===== src/rtl/med_pkg.sv =====
// ----------------------------------------------------------------------------
// med_pkg: shared types and constants for the motion event detector
// Register indexes, event codes, field widths and the command and status
// bundles that run between the controller and the datapath.
// ----------------------------------------------------------------------------
package med_pkg;

   // default widths of the sample and time fields
   localparam int SAMPLE_BITS_DEF = 16;
   localparam int TIME_BITS_DEF   = 32;

   // fixed field widths
   localparam int THRESH_BITS = 16;
   localparam int WINDOW_BITS = 32;
   localparam int DEVICE_BITS = 16;
   localparam int EVT_TIME_BITS = 32;
   localparam int MAG_BITS    = 16;
   localparam int KIND_BITS   = 2;

   // configuration port
   localparam int CSR_ADDR_BITS = 2;
   localparam int CSR_DATA_BITS = 32;

   localparam logic [CSR_ADDR_BITS-1:0] REG_THRESHOLD = 2'd0;
   localparam logic [CSR_ADDR_BITS-1:0] REG_WINDOW    = 2'd1;
   localparam logic [CSR_ADDR_BITS-1:0] REG_TAG       = 2'd2;

   // event kinds
   localparam logic [KIND_BITS-1:0] KIND_START    = 2'd0;
   localparam logic [KIND_BITS-1:0] KIND_CONTINUE = 2'd1;
   localparam logic [KIND_BITS-1:0] KIND_STOP     = 2'd2;

   // axis select for the shared squarer
   localparam logic [1:0] AXIS_X = 2'd0;
   localparam logic [1:0] AXIS_Y = 2'd1;
   localparam logic [1:0] AXIS_Z = 2'd2;

   // number of squaring cycles (three products, one trailing add)
   localparam int SQ_CYCLES = 4;

   // controller to datapath
   typedef struct packed {
      logic       load;       // capture a valid sample, clear accumulators
      logic       sq_en;      // square the selected axis
      logic [1:0] sq_sel;     // axis for the squarer
      logic       acc_en;     // add last product into the sum
      logic       root_step;  // one digit of the square root
      logic       commit;     // write the result and update motion state
   } med_cmd_type;

   // datapath to controller
   typedef struct packed {
      logic evt;       // the finished sample produces an event
      logic out_busy;  // result register full and not being taken
   } med_sts_type;

endpackage


===== src/rtl/med_ctrl.sv =====
// ----------------------------------------------------------------------------
// med_ctrl: sequencer for the motion event detector
// Accepts one sample, steps the squarer and the square root loop, then
// commits any event into the result register once it is free.
// ----------------------------------------------------------------------------
module med_ctrl #(
   parameter int SAMPLE_BITS = med_pkg::SAMPLE_BITS_DEF
) (
   input  logic                 clock,
   input  logic                 reset,
   input  logic                 req_valid,
   input  logic                 req_sample_valid,
   output logic                 req_stall,
   output med_pkg::med_cmd_type cmd,
   input  med_pkg::med_sts_type sts
);

   localparam int CNT_BITS = $clog2(SAMPLE_BITS + 1);
   localparam logic [CNT_BITS-1:0] SQ_LAST   = CNT_BITS'(med_pkg::SQ_CYCLES - 1);
   localparam logic [CNT_BITS-1:0] SQ_MULS   = CNT_BITS'(med_pkg::SQ_CYCLES - 1);
   localparam logic [CNT_BITS-1:0] ROOT_LAST = CNT_BITS'(SAMPLE_BITS - 1);

   localparam logic [1:0] S_IDLE = 2'd0;
   localparam logic [1:0] S_SQ   = 2'd1;
   localparam logic [1:0] S_ROOT = 2'd2;
   localparam logic [1:0] S_DEC  = 2'd3;

   logic [1:0]          state_ff, state_in;
   logic [CNT_BITS-1:0] cnt_ff, cnt_in;
   logic                take;

   assign req_stall = (state_ff != S_IDLE);
   assign take      = req_valid && !req_stall && req_sample_valid;

   // next state and step counter
   always_comb begin
      state_in = state_ff;
      cnt_in   = cnt_ff;
      unique case (state_ff)
         S_IDLE: begin
            cnt_in = '0;
            if (take) begin
               state_in = S_SQ;
            end
         end
         S_SQ: begin
            if (cnt_ff == SQ_LAST) begin
               state_in = S_ROOT;
               cnt_in   = '0;
            end else begin
               cnt_in = cnt_ff + 1'b1;
            end
         end
         S_ROOT: begin
            if (cnt_ff == ROOT_LAST) begin
               state_in = S_DEC;
               cnt_in   = '0;
            end else begin
               cnt_in = cnt_ff + 1'b1;
            end
         end
         S_DEC: begin
            if (!sts.evt || !sts.out_busy) begin
               state_in = S_IDLE;
            end
         end
         default: begin
            state_in = S_IDLE;
            cnt_in   = '0;
         end
      endcase
   end

   always_ff @(posedge clock) begin
      if (reset) begin
         state_ff <= S_IDLE;
         cnt_ff   <= '0;
      end else begin
         state_ff <= state_in;
         cnt_ff   <= cnt_in;
      end
   end

   // commands
   always_comb begin
      cmd           = '0;
      cmd.load      = take;
      cmd.sq_en     = (state_ff == S_SQ) && (cnt_ff < SQ_MULS);
      cmd.sq_sel    = cnt_ff[1:0];
      cmd.acc_en    = (state_ff == S_SQ) && (cnt_ff != '0);
      cmd.root_step = (state_ff == S_ROOT);
      cmd.commit    = (state_ff == S_DEC) && sts.evt && !sts.out_busy;
   end

endmodule


===== src/rtl/med_dp.sv =====
// ----------------------------------------------------------------------------
// med_dp: datapath of the motion event detector
// Configuration registers, absolute values, shared squarer and sum,
// digit-by-digit square root, motion decision and result register.
// ----------------------------------------------------------------------------
module med_dp #(
   parameter int SAMPLE_BITS = med_pkg::SAMPLE_BITS_DEF,
   parameter int TIME_BITS   = med_pkg::TIME_BITS_DEF
) (
   input  logic                                  clock,
   input  logic                                  reset,
   // configuration
   input  logic                                  csr_we,
   input  logic [med_pkg::CSR_ADDR_BITS-1:0]     csr_addr,
   input  logic [med_pkg::CSR_DATA_BITS-1:0]     csr_wdata,
   // sample
   input  logic signed [SAMPLE_BITS-1:0]         req_accel_x,
   input  logic signed [SAMPLE_BITS-1:0]         req_accel_y,
   input  logic signed [SAMPLE_BITS-1:0]         req_accel_z,
   input  logic [TIME_BITS-1:0]                  req_now_ms,
   // result
   output logic                                  rsp_valid,
   input  logic                                  rsp_stall,
   output logic [med_pkg::DEVICE_BITS-1:0]       rsp_event_device,
   output logic [med_pkg::EVT_TIME_BITS-1:0]     rsp_event_time,
   output logic [med_pkg::MAG_BITS-1:0]          rsp_event_magnitude,
   output logic [med_pkg::KIND_BITS-1:0]         rsp_event_kind,
   // control
   input  med_pkg::med_cmd_type                  cmd,
   output med_pkg::med_sts_type                  sts
);

   localparam int SQ_BITS  = 2 * SAMPLE_BITS;
   localparam int REM_BITS = SAMPLE_BITS + 2;
   localparam int CMP_BITS = (SAMPLE_BITS > med_pkg::THRESH_BITS) ?
                             SAMPLE_BITS : med_pkg::THRESH_BITS;
   localparam int EL_BITS  = (TIME_BITS > med_pkg::WINDOW_BITS) ?
                             TIME_BITS : med_pkg::WINDOW_BITS;
   localparam logic [CMP_BITS-1:0] MAG_MAX = CMP_BITS'({med_pkg::MAG_BITS{1'b1}});

   // configuration registers
   logic [med_pkg::THRESH_BITS-1:0] thresh_ff;
   logic [med_pkg::WINDOW_BITS-1:0] window_ff;
   logic [med_pkg::DEVICE_BITS-1:0] tag_ff;

   always_ff @(posedge clock) begin
      if (reset) begin
         thresh_ff <= '0;
         window_ff <= '0;
         tag_ff    <= '0;
      end else if (csr_we) begin
         unique case (csr_addr)
            med_pkg::REG_THRESHOLD: thresh_ff <= csr_wdata[med_pkg::THRESH_BITS-1:0];
            med_pkg::REG_WINDOW:    window_ff <= csr_wdata[med_pkg::WINDOW_BITS-1:0];
            med_pkg::REG_TAG:       tag_ff    <= csr_wdata[med_pkg::DEVICE_BITS-1:0];
            default: begin
            end
         endcase
      end
   end

   // absolute values of the axes; the most negative count maps to 2^(N-1)
   logic [SAMPLE_BITS-1:0] ux, uy, uz;
   logic [SAMPLE_BITS-1:0] abs_x_in, abs_y_in, abs_z_in;
   logic [SAMPLE_BITS-1:0] abs_x_ff, abs_y_ff, abs_z_ff;
   logic [TIME_BITS-1:0]   now_ff;

   assign ux = req_accel_x;
   assign uy = req_accel_y;
   assign uz = req_accel_z;
   assign abs_x_in = ux[SAMPLE_BITS-1] ? (~ux + 1'b1) : ux;
   assign abs_y_in = uy[SAMPLE_BITS-1] ? (~uy + 1'b1) : uy;
   assign abs_z_in = uz[SAMPLE_BITS-1] ? (~uz + 1'b1) : uz;

   always_ff @(posedge clock) begin
      if (cmd.load) begin
         abs_x_ff <= abs_x_in;
         abs_y_ff <= abs_y_in;
         abs_z_ff <= abs_z_in;
         now_ff   <= req_now_ms;
      end
   end

   // shared squarer, product registered before the add
   logic [SAMPLE_BITS-1:0] sq_op;
   logic [SQ_BITS-1:0]     sq_wide;
   logic [SQ_BITS-1:0]     prod_ff, prod_in;

   always_comb begin
      case (cmd.sq_sel)
         med_pkg::AXIS_X: sq_op = abs_x_ff;
         med_pkg::AXIS_Y: sq_op = abs_y_ff;
         default:         sq_op = abs_z_ff;
      endcase
   end

   assign sq_wide = SQ_BITS'(sq_op);
   assign prod_in = sq_wide * sq_wide;

   always_ff @(posedge clock) begin
      if (cmd.sq_en) begin
         prod_ff <= prod_in;
      end
   end

   // sum of squares; the same register then feeds the root two bits a step
   logic [SQ_BITS-1:0]     acc_ff;
   logic [REM_BITS-1:0]    rem_ff, rem_sh, trial;
   logic [SAMPLE_BITS-1:0] root_ff;
   logic                   fits;

   assign rem_sh = {rem_ff[SAMPLE_BITS-1:0], acc_ff[SQ_BITS-1 -: 2]};
   assign trial  = {root_ff, 2'b01};
   assign fits   = (rem_sh >= trial);

   always_ff @(posedge clock) begin
      if (cmd.load) begin
         acc_ff  <= '0;
         rem_ff  <= '0;
         root_ff <= '0;
      end else if (cmd.acc_en) begin
         acc_ff <= acc_ff + prod_ff;
      end else if (cmd.root_step) begin
         acc_ff  <= {acc_ff[SQ_BITS-3:0], 2'b00};
         rem_ff  <= fits ? (rem_sh - trial) : rem_sh;
         root_ff <= {root_ff[SAMPLE_BITS-2:0], fits};
      end
   end

   // motion decision
   logic                    moving_ff;
   logic [TIME_BITS-1:0]    last_ff;
   logic [TIME_BITS-1:0]    elapsed;
   logic                    over_thresh, quiet_long;
   logic [med_pkg::KIND_BITS-1:0] kind;
   logic [med_pkg::MAG_BITS-1:0]  mag_sat;

   assign over_thresh = CMP_BITS'(root_ff) > CMP_BITS'(thresh_ff);
   assign elapsed     = now_ff - last_ff;
   assign quiet_long  = EL_BITS'(elapsed) > EL_BITS'(window_ff);
   assign mag_sat     = (CMP_BITS'(root_ff) > MAG_MAX) ?
                        {med_pkg::MAG_BITS{1'b1}} : med_pkg::MAG_BITS'(root_ff);

   always_comb begin
      if (over_thresh) begin
         kind = moving_ff ? med_pkg::KIND_CONTINUE : med_pkg::KIND_START;
      end else begin
         kind = med_pkg::KIND_STOP;
      end
   end

   assign sts.evt      = over_thresh || (moving_ff && quiet_long);
   assign sts.out_busy = rsp_valid && rsp_stall;

   always_ff @(posedge clock) begin
      if (reset) begin
         moving_ff <= 1'b0;
         last_ff   <= '0;
      end else if (cmd.commit) begin
         moving_ff <= over_thresh;
         if (over_thresh) begin
            last_ff <= now_ff;
         end
      end
   end

   // result register
   logic                              rsp_valid_ff;
   logic [med_pkg::DEVICE_BITS-1:0]   dev_ff;
   logic [med_pkg::EVT_TIME_BITS-1:0] time_ff;
   logic [med_pkg::MAG_BITS-1:0]      mag_ff;
   logic [med_pkg::KIND_BITS-1:0]     kind_ff;

   always_ff @(posedge clock) begin
      if (reset) begin
         rsp_valid_ff <= 1'b0;
      end else if (cmd.commit) begin
         rsp_valid_ff <= 1'b1;
      end else if (!rsp_stall) begin
         rsp_valid_ff <= 1'b0;
      end
   end

   always_ff @(posedge clock) begin
      if (cmd.commit) begin
         dev_ff  <= tag_ff;
         time_ff <= med_pkg::EVT_TIME_BITS'(now_ff);
         mag_ff  <= mag_sat;
         kind_ff <= kind;
      end
   end

   assign rsp_valid           = rsp_valid_ff;
   assign rsp_event_device    = dev_ff;
   assign rsp_event_time      = time_ff;
   assign rsp_event_magnitude = mag_ff;
   assign rsp_event_kind      = kind_ff;

endmodule


===== src/rtl/motion_event_detector.sv =====
// ----------------------------------------------------------------------------
// motion_event_detector: accelerometer magnitude threshold motion detector
// Magnitude is the floor square root of the summed squared axes; a sample
// above threshold reports start or continue, a long quiet spell reports stop.
// ----------------------------------------------------------------------------
//
//   channel | direction | transfer when        | payload
//   --------+-----------+----------------------+------------------------------
//   req     | in        | req_valid & !stall   | sample_valid, accel_x/y/z, now
//   rsp     | out       | rsp_valid & !stall   | device, time, magnitude, kind
//   csr     | in        | csr_we               | csr_addr, csr_wdata
//
// A valid sample is captured, squared and summed in the shared squarer,
// run through the square root loop one root bit per step, then decided.
// An invalid sample is taken without leaving the idle state.
// Reset is synchronous and clears the motion state, configuration registers, sequencer and rsp_valid.
// A stalled result holds in the output register while the next sample is
// taken; only a new event waits for it to leave.
//
module motion_event_detector #(
   parameter int SAMPLE_BITS = med_pkg::SAMPLE_BITS_DEF,
   parameter int TIME_BITS   = med_pkg::TIME_BITS_DEF
) (
   input  logic                              clock,
   input  logic                              reset,
   input  logic                              csr_we,
   input  logic [med_pkg::CSR_ADDR_BITS-1:0] csr_addr,
   input  logic [med_pkg::CSR_DATA_BITS-1:0] csr_wdata,
   input  logic                              req_valid,
   output logic                              req_stall,
   input  logic                              req_sample_valid,
   input  logic signed [SAMPLE_BITS-1:0]     req_accel_x,
   input  logic signed [SAMPLE_BITS-1:0]     req_accel_y,
   input  logic signed [SAMPLE_BITS-1:0]     req_accel_z,
   input  logic [TIME_BITS-1:0]              req_now_ms,
   output logic                              rsp_valid,
   input  logic                              rsp_stall,
   output logic [med_pkg::DEVICE_BITS-1:0]   rsp_event_device,
   output logic [med_pkg::EVT_TIME_BITS-1:0] rsp_event_time,
   output logic [med_pkg::MAG_BITS-1:0]      rsp_event_magnitude,
   output logic [med_pkg::KIND_BITS-1:0]     rsp_event_kind
);

   med_pkg::med_cmd_type cmd;
   med_pkg::med_sts_type sts;

   med_ctrl #(
      .SAMPLE_BITS(SAMPLE_BITS)
   ) u_ctrl (
      .clock           (clock),
      .reset           (reset),
      .req_valid       (req_valid),
      .req_sample_valid(req_sample_valid),
      .req_stall       (req_stall),
      .cmd             (cmd),
      .sts             (sts)
   );

   med_dp #(
      .SAMPLE_BITS(SAMPLE_BITS),
      .TIME_BITS  (TIME_BITS)
   ) u_dp (
      .clock              (clock),
      .reset              (reset),
      .csr_we             (csr_we),
      .csr_addr           (csr_addr),
      .csr_wdata          (csr_wdata),
      .req_accel_x        (req_accel_x),
      .req_accel_y        (req_accel_y),
      .req_accel_z        (req_accel_z),
      .req_now_ms         (req_now_ms),
      .rsp_valid          (rsp_valid),
      .rsp_stall          (rsp_stall),
      .rsp_event_device   (rsp_event_device),
      .rsp_event_time     (rsp_event_time),
      .rsp_event_magnitude(rsp_event_magnitude),
      .rsp_event_kind     (rsp_event_kind),
      .cmd                (cmd),
      .sts                (sts)
   );

endmodule


===== config.mk =====
export PLATFORM = sky130hd
export DESIGN_NAME = motion_event_detector
export DESIGN_NICKNAME = d
export VERILOG_FILES = /design/src/rtl/med_pkg.sv /design/src/rtl/med_ctrl.sv /design/src/rtl/med_dp.sv /design/src/rtl/motion_event_detector.sv
export SDC_FILE = /design/constraint.sdc
export NUM_CORES = 1
export LEC_CHECK = 0
export BUFFER_PORTS_ARGS = -buffer_cell sky130_fd_sc_hd__buf_2
export CAP_MARGIN = 20
export CORE_MARGIN = 1
export CORE_UTILIZATION = 57
export DETAILED_ROUTE_END_ITERATION = 6
export PLACE_DENSITY = 0.8
export SYNTH_ARGS = -nofsm -noshare
export SYNTH_HDL_FRONTEND = slang
export SYNTH_SLANG_ARGS = --single-unit

===== constraint.sdc =====
create_clock -name clock -period 12.5 [get_ports clock]
set_input_delay 1.25 -clock clock [delete_from_list [all_inputs] [get_ports clock]]
set_output_delay 1.25 -clock clock [all_outputs]
set_load 0.02 [all_outputs]

==> flow_summary.toml <==
[grt]
grt_util_all_layers = 0.2694
grt_pass1_vias = 19280
grt_antenna_before_repair = 0
grt_pass1_wl_um = 96510
grt_overflow = 0
grt_start_max_net_pins = 107

[critical_path]
worstPathMaxFanout = 18
worstSetupStartpointType = "flip-flop"
r2r_end = "u_dp.prod_ff[29]"
cp-end-kind = "flip-flop"
r2r_start = "u_ctrl.cnt_ff[0]"
worst_ep_required_time_ns = 12.81
cp.arrival_ns = 9.08
path_class = "flip-flop to flip-flop"
rrSetupSlack_ns = 3.72
r2r_cells = 25

[synthesis]
async_flop_share = 0
synthSimpleGateAreaFrac = 0.1115
synth_compound_area_frac = 0.1394
synthMuxAreaShare = 0.03652
synthCells = 2629
synth_top_area_cell = "edfxtp_1"
synthAdderAreaFrac = 0.2482
syn-num-nets = 3150
syn_area_per_cell_sq_um = 9.565
ys.flop_type = "edfxtp_1"
synth_edf_count = 177
synthTopCellsByArea = "edfxtp_1 21%, dfxtp_1 13%, fa_1 13%, ha_1 12%, inv_1 5.6%"
yosysSeqAreaShare = 0.3459
ys_ff_latch = 346
ys_types = 75
netlist_area_sq_mm = 0.02515
synth_top_family_by_area = "adder cells"
synth_xor_area_frac = 0.04911
synth_top_area_share = 0.2114
ys_warn_count = 0

[routing]
drcViolationCount = 0
antenna_left = 0
viasPerCell = 5.597
drt_iter0_drc = 1155
wl_per_cell_um = 17.31
vias = 19030
wl_um = 58870
dr.pass1.iters = 5

[cells_and_area]
layout-drive-gt1-share = 0.1040
final_cell_mix = "375 x inv_1, 284 x nand2_1, 237 x ha_1"
instances_no_fill = 3401
final_common_cell = "inv_1"
area_delta_synth_final_pct = 10.89
n_antenna_cell = 0
utilization = 0.6444
nets = 3308

[floorplan]
ios = 188
fp.dieH_um = 212.0
start_util = 0.5812
coreArea_sq_mm = 0.04327
die_area_sq_mm = 0.04496
die_w_um = 212.0
rows = 76

[cts]
clk_pin_slew_ns = 0.06
htree_levels = 2
clockBufferDepth = 3
insertion_delay_ns = 0.56
clock-root-buffer = "clkbuf_16"
cts-resized-gates = 0
cts_tree = "done"
cts_setup_buffers = 0
cts_hold_buffers = 0
cts_buffers = 38
clock_sinks = 346

[sta]
slew_viol_final = 0
fin_crit_sh = 0.7022
setup_violations = 0
rsz0062_at_grt = "false"
fmax_ghz = 0.1139
slew_headroom = 0.1390
skew_ns = 0.01966
worst_pin_slew_ns = 1.259
setup_tns_ns = 0
worst_slack_ns = 3.722
hold_viol = 0
min_period_ns = 8.778

[min_path]
min_from = "u_dp.tag_ff[8]"
hold_depth = 0
min_to = "u_dp.rsp_event_device[8]"
hp-class = "flip-flop to flip-flop"

[placement]
place_inst = 3330
dp_hpwl_um = 45650
dpl_worst_slack_ns = 3.710
io_buffer_count = 187
gp_congestion = 0.9532

[run]
drv_cap = 0

[run_status]
status = "finished, final reports clean"
area by class of cell:
| class | count | area [sq um] |
|---|---|---|
| Fill cell | 3376 | 15380 |
| Multi-Input combinational cell | 1820 | 14730 |
| Sequential cell | 346 | 8698 |
| Inverter | 382 | 1436 |
| Timing Repair Buffer | 199 | 1046 |
| Clock buffer | 46 | 1011 |
| Tap cell | 585 | 732.0 |
| Clock inverter | 23 | 229.0 |
registers in the layout, summed over array words and instances, names as in the netlist:
signal	count
u_dp.acc_ff	32
u_dp.last_ff	32
u_dp.now_ff	32
u_dp.rsp_event_time	32
u_dp.window_ff	32
u_dp.prod_ff	31
u_dp.abs_x_ff	16
u_dp.abs_y_ff	16
u_dp.abs_z_ff	16
u_dp.rem_ff	16
u_dp.root_ff	16
u_dp.rsp_event_device	16
u_dp.rsp_event_magnitude	16
u_dp.tag_ff	16
u_dp.thresh_ff	16
u_ctrl.cnt_ff	5
u_ctrl.state_ff	2
u_dp.rsp_event_kind	2
u_dp.moving_ff	1
u_dp.rsp_valid	1
cell usage after synthesis, types with 38 or more instances:
cell type / n
mux2i_1: 85
ha_1: 238
dfxtp_1: 169
xor2_1: 38
o21ai_0: 84
edfxtp_1: 177
nand2_1: 284
nor2_1: 190
fa_1: 163
a21o_1: 77
xnor2_1: 103
a21oi_1: 193
clkbuf_1: 70
a211oi_1: 41
inv_1: 375
cells by family after synthesis:
| family | count (synthesis) |
|---|---|
| compound gates | 543 |
| xor+xnor | 141 |
| fa+ha+maj | 401 |
| buf+inv | 463 |
| flops | 346 |
| mux | 91 |
| simple gates | 644 |
per-stage QoR:
stage,hold WS [ns],cell area (sq um)
finish,0.4243,27880
global route,0.4361,27880
CTS,0.4269,27850
detailed placement,0.4154,26610
global placement,0.4150,26610
floorplan,0.4081,25150
critical path, cell delays in order (launching register included):
cell and delay [ns]:
dfxtp_1 0.44, ha_1 0.55, nor2_1 0.14, buf_4 0.23
a21oi_1 0.87, clkinv_1 0.59, nand2_1 0.22, fa_1 0.47
inv_1 0.10, fa_1 0.42, fa_1 0.48, fa_1 0.44
fa_1 0.52, inv_1 0.05, fa_1 0.58, inv_1 0.06
ha_1 0.39, a21o_1 0.22, a21o_1 0.17, a21oi_1 0.15
o31ai_1 0.09, a31oi_1 0.44, o31ai_1 0.17, a21boi_1 0.42
mux2i_1 0.23, nand3_1 0.07
routing by layer:
| metal | global-route usage | vias up | wire length, um |
|---|---|---|---|
| li1 | - | 9225 | - |
| met1 | 0.3435 | 9152 | 24820 |
| met2 | 0.4742 | 550 | 29200 |
| met3 | 0.03767 | 107 | 3224 |
| met4 | 0.07921 | 0 | 1628 |
| met5 | 0 | - | 0 |
worst max-delay path by stage:
stage          cells after the start  slack [ns]                to             start
6_report                          25        3.72  u_dp.prod_ff[29]  u_ctrl.cnt_ff[0]
5_1_grt                           26        3.32  u_dp.prod_ff[29]  u_ctrl.cnt_ff[0]
4_1_cts                           25        3.68  u_dp.prod_ff[29]  u_ctrl.cnt_ff[0]
3_5_place_dp                      25        3.71  u_dp.prod_ff[29]  u_ctrl.cnt_ff[0]
3_3_place_gp                      24        3.84  u_dp.prod_ff[29]  u_ctrl.cnt_ff[0]
2_1_floorplan                     28        5.04  u_dp.prod_ff[29]  u_ctrl.cnt_ff[0]
Power is not shown: default switching activity piles up to over one toggle a cycle in this logic, so the estimate is an artifact.
